===== src/rtl/life_automaton_grid_step_assert.svh =====
// Assertion macros for the life grid stepper.
// Expects clk and rst_n in the scope of each use.
`ifndef LIFE_AUTOMATON_GRID_STEP_ASSERT_SVH
`define LIFE_AUTOMATON_GRID_STEP_ASSERT_SVH

// Consequent checked in the same cycle as the antecedent.
`define LAGS_ASSERT_SAME(label, ante, cons, msg) \
  label: assert property (@(posedge clk) disable iff (!rst_n) (ante) |-> (cons)) \
    else $error(msg);

// Consequent checked in the cycle after the antecedent.
`define LAGS_ASSERT_NEXT(label, ante, cons, msg) \
  label: assert property (@(posedge clk) disable iff (!rst_n) (ante) |=> (cons)) \
    else $error(msg);

`endif


===== src/rtl/lags_ram.sv =====
// Generic single-port-write, single-port-read RAM with registered read data.
// No dependencies.
module lags_ram #(
  parameter int DEPTH = 64,
  parameter int WIDTH = 8
) (
  input  logic                     clk,
  input  logic                     we,
  input  logic [$clog2(DEPTH)-1:0] waddr,
  input  logic [WIDTH-1:0]         wdata,
  input  logic                     re,
  input  logic [$clog2(DEPTH)-1:0] raddr,
  output logic [WIDTH-1:0]         rdata
);

  logic [WIDTH-1:0] mem [DEPTH];

  always_ff @(posedge clk) begin
    if (we) begin
      mem[waddr] <= wdata;
    end
  end

  always_ff @(posedge clk) begin
    if (re) begin
      rdata <= mem[raddr];
    end
  end

endmodule


===== config.mk =====
export PLATFORM = sky130hd
export DESIGN_NAME = lags_ram
export DESIGN_NICKNAME = d
export VERILOG_FILES = /design/src/rtl/life_automaton_grid_step_assert.svh /design/src/rtl/lags_ram.sv
export SDC_FILE = /design/constraint.sdc
export NUM_CORES = 1
export LEC_CHECK = 0
export BUFFER_PORTS_ARGS = -buffer_cell sky130_fd_sc_hd__buf_2
export CORE_MARGIN = 2
export CORE_UTILIZATION = 35
export DETAILED_ROUTE_END_ITERATION = 16
export HOLD_SLACK_MARGIN = 0.15
export SLEW_MARGIN = 20
export SYNTH_ARGS = -nofsm -noshare
export SYNTH_HDL_FRONTEND = slang
export SYNTH_SLANG_ARGS = --single-unit

===== constraint.sdc =====
create_clock -name clk -period 5.2 [get_ports clk]
set_clock_uncertainty 0.1 [all_clocks]
set_input_delay 1.3 -clock clk [delete_from_list [all_inputs] [get_ports clk]]
set_output_delay 1.3 -clock clk [all_outputs]
set_load 0.02 [all_outputs]

==> results of run 1 <==
==> flip-flops by register name (all words and copies together) (netlist names) <==
name and flops:
mem 512, rdata 8
==> cell type report <==
type / instances / area, µm²
fill: 5119 / 34680
sequential: 520 / 15620
multi-input combinational: 369 / 4315
clock buffer: 64 / 1368
tap: 765 / 957.2
timing repair buffer: 52 / 349.1
clock inverter: 26 / 185.2
antenna: 2 / 5.005
==> where the power goes <==
part	internal, mW	total (mW)	leakage, nW	switching [mW]
Combinational	0.158	0.426	1.51	0.268
Clock	1.99	3.48	0.761	1.49
Sequential	4.65	4.66	4.69	0.0118
==> layout by cell type, fill, tap and decap left out, types with 8 or more instances in the layout <==
| cell | synthesis | routed |
|---|---|---|
| nor2_1 | 83 | 83 |
| o22ai_1 | 8 | 8 |
| mux2i_1 | 23 | 23 |
| clkbuf_1 | 17 | 11 |
| nand3_1 | 13 | 13 |
| o221ai_1 | 8 | 8 |
| clkinv_1 | 0 | 16 |
| clkbuf_16 | 0 | 53 |
| mux2_2 | 13 | 13 |
| nor2b_1 | 14 | 14 |
| mux4_2 | 126 | 126 |
| buf_4 | 13 | 26 |
| nand2_1 | 19 | 19 |
| buf_2 | 11 | 24 |
| edfxtp_1 | 520 | 520 |
==> final timing paths <==
| check | from | endpoint | cells past startpoint |
|---|---|---|---|
| worst min-delay path | mem[34][1]$_DFFE_PP_ | rdata[1]$_DFFE_PP_ | 4 |
| worst min register to register | mem[34][1]$_DFFE_PP_ | rdata[1]$_DFFE_PP_ | 4 |
| worst max-delay path | raddr[1] | rdata[2]$_DFFE_PP_ | 7 |
| worst max register to register | mem[17][4]$_DFFE_PP_ | rdata[4]$_DFFE_PP_ | 5 |
==> metal layers <==
layer | up-vias | track usage [%] | part of all wire (%)
li1 | 4044 | - | -
met3 | 82 | 4.269 | 7.7
met1 | 4957 | 20.49 | 41
met2 | 312 | 24.35 | 48
met5 | - | 0 | 0.046
met4 | 4 | 4.950 | 2.9
==> cells by family (layout without fill, tap and decap cells) <==
group | after synthesis | count (layout) | synth area share [%]
compound gates | 54 | 54 | 2.064
flops | 520 | 520 | 77.12
mux | 162 | 162 | 15.88
other cells | 0 | 2 | 0
buf+inv | 51 | 142 | 1.563
simple gates | 153 | 153 | 3.374
==> worst min-delay path, cell delays in order (launching register included) <==
cell and delay, ps:
edfxtp_1 310, mux2i_1 60, a22oi_1 140, a221oi_1 140, o2bb2ai_1 160
==> out/metrics.cfg, run 1 <==
[place]
place_ws_ps=1074
dpl_cell_area_um2=21230
place_congestion=0.7917
numPortBuffers=30
dpl.cell_count=1706
dp_hpwl_um=27710

[grt]
grt_use_total_pct=15.34
grt_start_max_net_pins=65
grt_antenna_before_repair=5
grt_overflow=0
grt_pass1_vias=9742
grt_pass1_wl_um=66270

[setup_path]
path_buf_inv=2
startpoint_type=input port
path_class=input port to flip-flop
cp.required_ps=5430
r2r_slack_ps=2950
critical_path_arrival_ps=3690
cpMaxStageDelayCell=buf_4
worstPathCellList=buf_4 > buf_4 > mux4_2 > mux4_2 > nor2_1 > nor3_1 > o2bb2ai_1
critPathMaxFanout=53
endpoint_kind=flip-flop
slowest_delay_ps=640
crit_family=buffers and inverters

[yosys]
synthArstFlopShare_pct=0
synthTopCellsByCount=520 x edfxtp_1, 126 x mux4_2, 83 x nor2_1, 23 x mux2i_1, 19 x nand2_1
synth_cell_types=39
synth_top_area_share_pct=77.12
ys_ff_latch=520
ys_seq_area_share_pct=77.12
ys_warn_count=0
yosys-top-cells-area=edfxtp_1 77%, mux4_2 14%, nor2_1 1.5%
syn-num-nets=963
syn-cell-area_um2=20250
synth_ff_type=edfxtp_1
yosysTopAreaCell=edfxtp_1
yosys.cell_count.top_type=edfxtp_1
synthCells=940
synth_area_per_cell_um2=21.54
synth_edf_count=520

[layout]
syn2layout_area_growth_pct=12.58
design_area_um2=22790
nets=1016
fin_cells=1798
final_layout_size_suffix_gt1_share_pct=24.83
fin_util_pct=39.66

[detailed_routing]
drc=0
drt_iter0_markers=931
ant_nets=0
totalWireLength_um=45380
drt_pass1_iterations=5
vias=9399
route.detailed.wl_per_inst_um=25.24
via_per_inst=5.227

[cts]
tritoncts=built
cts_hold_buf=0
cts_root_buf=clkbuf_16
cts_buffers=50
clkLatencyLatePin_ps=590
clk_path_buf_depth=3
clock-sinks=520
cts.clk_slew.worst_paths_ps=60
cts_resized=0
post_cts_buffers=0
htree_levels=2

[floorplanning]
dieArea_um2=59790
rows=88
initial_utilization_pct=35.23
core_um2=57480
fp.dieH_um=244.5
die_w_um=244.5
ioPinCount=31

[outcome]
outcome=finished, final reports clean

[timing]
setup_viol=0
finalCriticalPeriod_ps=3463
period_share_pct=66.59
hold_slack_ps=816.5
tightest_slew_ps=1001
slew_headroom_pct=33.03
finalWorstSetupSlack_ps=1737
grt_setup_unrepaired=false
slew_viol_final=0
hold_violations=0
fmax_ghz=0.2888
timing.setup.tns_ps=0

[pwr]
p_total_mw=8.569
p_per_area_nw_per_um2=375.9
vdd_drop_max_mv=0.2548
cellLeakagePower_nw=6.960

[flow_run]
cap_violations=0

[hold_path]
hold_path.class=flip-flop to flip-flop

No activity file was read; power rests on OpenSTA's default activity.
==> run 2, diff against run 1 <==
--- a/config.mk
+++ b/config.mk
@@ -5,6 +5,7 @@
 export SDC_FILE = /design/constraint.sdc
 export NUM_CORES = 1
 export LEC_CHECK = 0
+export ABC_AREA = 1
 export BUFFER_PORTS_ARGS = -buffer_cell sky130_fd_sc_hd__buf_2
 export CORE_MARGIN = 2
 export CORE_UTILIZATION = 35
==> constraint.sdc (replaced) <==
create_clock -name clk -period 3 [get_ports clk]
set_clock_uncertainty 0.1 [all_clocks]
set_input_delay 0.75 -clock clk [delete_from_list [all_inputs] [get_ports clk]]
set_output_delay 0.75 -clock clk [all_outputs]
set_load 0.02 [all_outputs]
==> out/metrics.cfg, run 2 <==
[yosys]
synth_top_area_share_pct=72.90  ; -4.2 points
yosys.cell_count.top_type=nand2_1
syn-cell-area_um2=21420  ; +5.8%
synthCells=1805  ; +92%
syn-num-nets=1828  ; +90%
ys_seq_area_share_pct=72.90  ; -4.2 points
synth_ff_type=edfxtp_1
synth_edf_count=520  ; unchanged
synth_area_per_cell_um2=11.87  ; -45%
yosysTopAreaCell=edfxtp_1
synthArstFlopShare_pct=0  ; unchanged
ys_ff_latch=520  ; unchanged
ys_warn_count=0  ; unchanged
synthTopCellsByCount=648 x nand2_1, 520 x edfxtp_1, 439 x nand3_1, 56 x nor2_1, 37 x buf_2
synth_cell_types=15  ; -62%
yosys-top-cells-area=edfxtp_1 73%, nand2_1 11%, nand3_1 10%

[timing]
finalCriticalPeriod_ps=2262
grt_setup_unrepaired=false
fmax_ghz=0.4420
period_share_pct=75.41
slew_headroom_pct=52.66  ; +20 points
finalWorstSetupSlack_ps=737.8  ; -999.3 ps
timing.setup.tns_ps=0  ; unchanged
setup_viol=0  ; unchanged
hold_slack_ps=455.5  ; -361.1 ps
tightest_slew_ps=710.1  ; -290.8 ps
slew_viol_final=0  ; unchanged
hold_violations=0  ; unchanged

[cts]
tritoncts=built
clock-sinks=520  ; unchanged
cts.clk_slew.worst_paths_ps=60  ; about the same
cts_root_buf=clkbuf_16
cts_resized=0  ; unchanged
clkLatencyLatePin_ps=610  ; +20 ps
post_cts_buffers=0  ; unchanged
cts_buffers=54  ; +8.0%
cts_hold_buf=0  ; unchanged
clk_path_buf_depth=3  ; unchanged
htree_levels=2  ; unchanged

[setup_path]
endpoint_kind=flip-flop
cpMaxStageDelayCell=inv_6
critPathMaxFanout=55  ; +3.8%
cp.required_ps=3340  ; -2090 ps
path_class=input port to flip-flop
startpoint_type=input port
critical_path_arrival_ps=2600  ; -1090 ps
worstPathCellList=clkbuf_8 > inv_6 > buf_12 > nand2_1 > nand3_1 > nand3_1 > nand2_1 > nand2_1 > nand3_1 > nand3_1 > nand2_1
slowest_delay_ps=320  ; -320 ps

[detailed_routing]
via_per_inst=5.123  ; -2.0%
drc=0  ; unchanged
totalWireLength_um=53480  ; +18%
drt_iter0_markers=1358  ; +46%
route.detailed.wl_per_inst_um=19.72  ; -22%
ant_nets=0  ; unchanged
vias=13890  ; +48%
drt_pass1_iterations=5  ; unchanged

[layout]
largest_reg_flops=512  ; unchanged
nets=1910  ; +88%
layout_common_cells=648 x nand2_1, 520 x edfxtp_1, 439 x nand3_1
largest_register=mem
final_common_cell=nand2_1
fin_cells=2712  ; +51%
syn2layout_area_growth_pct=13.65
final_layout_size_suffix_gt1_share_pct=11.00  ; -14 points
seqCellArea_um2=15620  ; unchanged
fillers=5652  ; +10%
multi_input_area_um2=4946  ; +15%
top_regs=mem (512), rdata (8)

[pwr]
p_per_area_nw_per_um2=619.9  ; +65%
cellLeakagePower_nw=8.788  ; +26%
pwr-share-clk_pct=40.1  ; -0.5 points
p_sw_mw=3.442  ; +94%
comb_power_share_pct=6.4  ; +1.4 points
switching_share_pct=22.81  ; +2.1 points
seq_power_share_pct=53.5  ; -0.9 points
power.internal_mw=11.65  ; +71%
vdd_drop_max_mv=0.4517  ; +77%

[grt]
grt_antenna_before_repair=1  ; -4
grt_use_total_pct=16.94  ; +1.6 points
grt_pass1_wl_um=81690  ; +23%
grt_overflow=0  ; unchanged
grt_start_max_net_pins=97  ; +49%
grt_pass1_vias=13460  ; +38%

[outcome]
outcome=finished, final reports clean

[place]
numPortBuffers=30  ; unchanged
dpl.cell_count=2613  ; +53%
dp_hpwl_um=32680  ; +18%
place_congestion=0.8540  ; +7.9%
place_ws_ps=237.8  ; -836.0 ps

[hold_path]
hold_path.class=input port to flip-flop

[floorplanning]
core_um2=60470  ; +5.2%
rows=90  ; +2.3%
ioPinCount=31  ; unchanged
fp.dieH_um=251.4  ; +2.8%
dieArea_um2=63190  ; +5.7%
die_w_um=251.4  ; +2.8%
initial_utilization_pct=35.42  ; +0.19 points

[flow_run]
cap_violations=0  ; unchanged

[run 2: changes by cell type in the layout (fill, tap and decap cells not counted), moves of 14 or more]
cell     delta
mux2i_1    -23
nor2_1     -27
nand2_1   +629
buf_4      +68
nand3_1   +426
nor2b_1    -14
buf_12     +15
mux4_2    -126
[run 2: critical path, delay by kind of cell]
family                 cells  cell delay [ps]
and+or+nand+nor            8             1000
buffers and inverters      3              770
[run 2: final timing paths]
check	from	endpoint	slack (ps)	depth (start not counted)
setup / recovery	raddr[0]	rdata[3]$_DFFE_PP_	740	11
hold / removal	wdata[3]	mem[10][3]$_DFFE_PP_	460	1
setup reg to reg	mem[7][3]$_DFFE_PP_	rdata[3]$_DFFE_PP_	1320	8
hold reg to reg	mem[52][1]$_DFFE_PP_	rdata[1]$_DFFE_PP_	780	8
[run 2: cell families after synthesis]
logic type / count (synthesis) / share of synthesized area [%]
AND/OR/NAND/NOR: 1160 / 23.09
buffers and inverters: 125 / 4.007
flip-flops: 520 / 72.90
[run 2: area by class of cell]
type	count	area share (%)
clock inverter	31	0.6065
tap	782	4.020
antenna	2	0.02056
clock buffer	66	5.824
multi-input combinational	1160	20.32
sequential	520	64.15
timing repair buffer	139	4.847
inverter	12	0.2159
[run 2: power by group through the flow]
stage,Clock [mW],Combinational (mW),Sequential (mW)
floorplan,0,0.565,8.24
global placement,0,0.960,8.23
detailed placement,0,0.968,8.23
CTS,6.16,0.971,8.08
global route,6.43,1.06,8.08
finish,6.05,0.968,8.08
[run 2: through the flow]
stage               cell area (µm²)  utilization [%]  power, mW
floorplan                     21420                -      8.802
global placement              22770            37.66      9.187
detailed placement            22770            37.66      9.197
CTS                           24340            40.25      15.21
global route                  24340            40.25      15.57
finish                        24340            40.25      15.09
[run 2: routing by layer]
metal / up-vias / share of wire (%) / global-route usage [%]
li1: 6523 / - / -
met5: - / 0.024 / 0
met2: 497 / 44 / 26.12
met4: 2 / 2.5 / 5.102
met1: 6775 / 45 / 24.02
met3: 97 / 7.8 / 3.645
==> run 3, diff against run 2 <==
==> constraint.sdc (replaced) <==
create_clock -name clk -period 2.3 [get_ports clk]
set_clock_uncertainty 0.1 [all_clocks]
set_input_delay 0.575 -clock clk [delete_from_list [all_inputs] [get_ports clk]]
set_output_delay 0.575 -clock clk [all_outputs]
set_load 0.02 [all_outputs]
==> out/metrics.cfg, run 3 (same netlist as run 2, synthesis figures left out) <==
[floorplanning]
fp.dieH_um=251.4  ; unchanged
rows=90  ; unchanged
die_w_um=251.4  ; unchanged
ioPinCount=31  ; unchanged
core_um2=60470  ; unchanged
initial_utilization_pct=35.42  ; unchanged
dieArea_um2=63190  ; unchanged

[grt]
grt_pass1_wl_um=84040  ; +2.9%
grt_pass1_vias=13860  ; +2.9%
grt_use_total_pct=17.49  ; +0.55 points
grt_antenna_before_repair=0  ; -1
grt_start_max_net_pins=65  ; -33%
grt_overflow=0  ; unchanged

[detailed_routing]
via_per_inst=5.140  ; +0.32%
vias=14080  ; +1.4%
ant_nets=0  ; unchanged
drc=0  ; unchanged
drt_pass1_iterations=6  ; +1
drt_iter0_markers=1593  ; +17%
totalWireLength_um=54860  ; +2.6%
route.detailed.wl_per_inst_um=20.02  ; +1.5%

[pwr]
p_per_area_nw_per_um2=808.1  ; +30%
vdd_drop_max_mv=0.4635  ; +2.6%
cellLeakagePower_nw=9.043  ; +2.9%
p_total_mw=20.08  ; +33%

[setup_path]
crit_family=flip-flops
endpoint_kind=output pin
cp.required_ps=1620  ; -1720 ps
critical_path_arrival_ps=1300  ; -1300 ps
slowest_delay_ps=500  ; +180 ps
path_buf_inv=1  ; -2
cpMaxStageDelayCell=edfxtp_1
worstPathCellList=buf_2
critPathMaxFanout=1  ; -98%
startpoint_type=flip-flop
path_class=flip-flop to output pin

[timing]
period_share_pct=85.90
setup_viol=0  ; unchanged
hold_slack_ps=311.2  ; -144.3 ps
slew_viol_final=0  ; unchanged
tightest_slew_ps=797.8  ; +87.69 ps
hold_violations=0  ; unchanged
slew_headroom_pct=46.81  ; -5.8 points
grt_setup_unrepaired=false
fmax_ghz=0.5061
finalCriticalPeriod_ps=1976

[cts]
cts.clk_slew.worst_paths_ps=60  ; about the same
htree_levels=2  ; unchanged
clkLatencyLatePin_ps=600  ; about the same
clk_path_buf_depth=3  ; unchanged
cts_buffers=53  ; -1.9%
clock-sinks=520  ; unchanged
cts_root_buf=clkbuf_16
tritoncts=built
cts_hold_buf=0  ; unchanged
post_cts_buffers=0  ; unchanged
cts_resized=0  ; unchanged

[layout]
top_regs=mem (512), rdata (8)
syn2layout_area_growth_pct=16.01
fillers=5639  ; -0.23%
final_layout_size_suffix_gt1_share_pct=12.58  ; +1.6 points
fin_cells=2740  ; +1.0%
nets=1940  ; +1.6%
seqCellArea_um2=15620  ; unchanged
final_common_cell=nand2_1
largest_register=mem
largest_reg_flops=512  ; unchanged
layout_common_cells=648 x nand2_1, 520 x edfxtp_1, 439 x nand3_1
multi_input_area_um2=4946  ; unchanged

[place]
dpl.cell_count=2644  ; +1.2%
numPortBuffers=30  ; unchanged
place_congestion=0.8567  ; +0.32%
dp_hpwl_um=33540  ; +2.6%

[outcome]
outcome=finished, final reports clean

[hold_path]
hold_path.class=input port to flip-flop

[flow_run]
cap_violations=0  ; unchanged

[run 3: cell count changes in the layout (fill, tap and decap cells not counted)]
cell	delta
buf_12	+18
buf_4	+13
clkinv_1	-5
bufinv_16	+4
clkinv_2	+3
clkbuf_1	-2
clkbuf_16	-2
inv_6	-2
clkinvlp_4	+1
inv_1	+1
inv_2	-1
[run 3: cell type report]
type / instances / share of cell area, %
Sequential cell: 520 / 62.84
Clock inverter: 32 / 1.022
Antenna cell: 2 / 0.02014
Clock buffer: 62 / 5.473
Tap cell: 782 / 3.938
Inverter: 12 / 0.2115
Timing Repair Buffer: 170 / 6.591
Multi-Input combinational cell: 1160 / 19.90
[run 3: stage by stage]
step	instance area (µm²)	setup WS (ps)	TNS (ps)	util, %
finish	24850	324.3	0	41.09
global route	24840	306.6	0	41.08
CTS	24840	305.8	0	41.08
detailed placement	23230	-33.93	-82.73	38.42
global placement	23230	-35.70	-78.73	38.42
floorplan	21420	-141.1	-9031	-
[run 3: worst paths after layout]
kind	from	to	slack [ps]	cells after the start
hold reg to reg	mem[44][5]$_DFFE_PP_	rdata[5]$_DFFE_PP_	790	8
setup / recovery	rdata[6]$_DFFE_PP_	rdata[6]	320	1
setup reg to reg	mem[31][5]$_DFFE_PP_	rdata[5]$_DFFE_PP_	730	8
hold / removal	re	rdata[2]$_DFFE_PP_	310	1
[run 3: where the power goes]
| part | switching [mW] | internal (mW) |
|---|---|---|
| clock | 3.53 | 4.65 |
| sequential | 0.0304 | 10.5 |
| combinational | 0.952 | 0.415 |
| total | 4.51 | 15.6 |
[run 3: routing by layer]
layer  share of wire (%)  global-route usage, %  up-vias
met2                  45                  27.32      594
met4                 2.7                  5.612        2
li1                    -                      -     6583
met1                  44                  24.87     6798
met5                0.10                 0.6950        -
met3                 8.4                  2.899      106
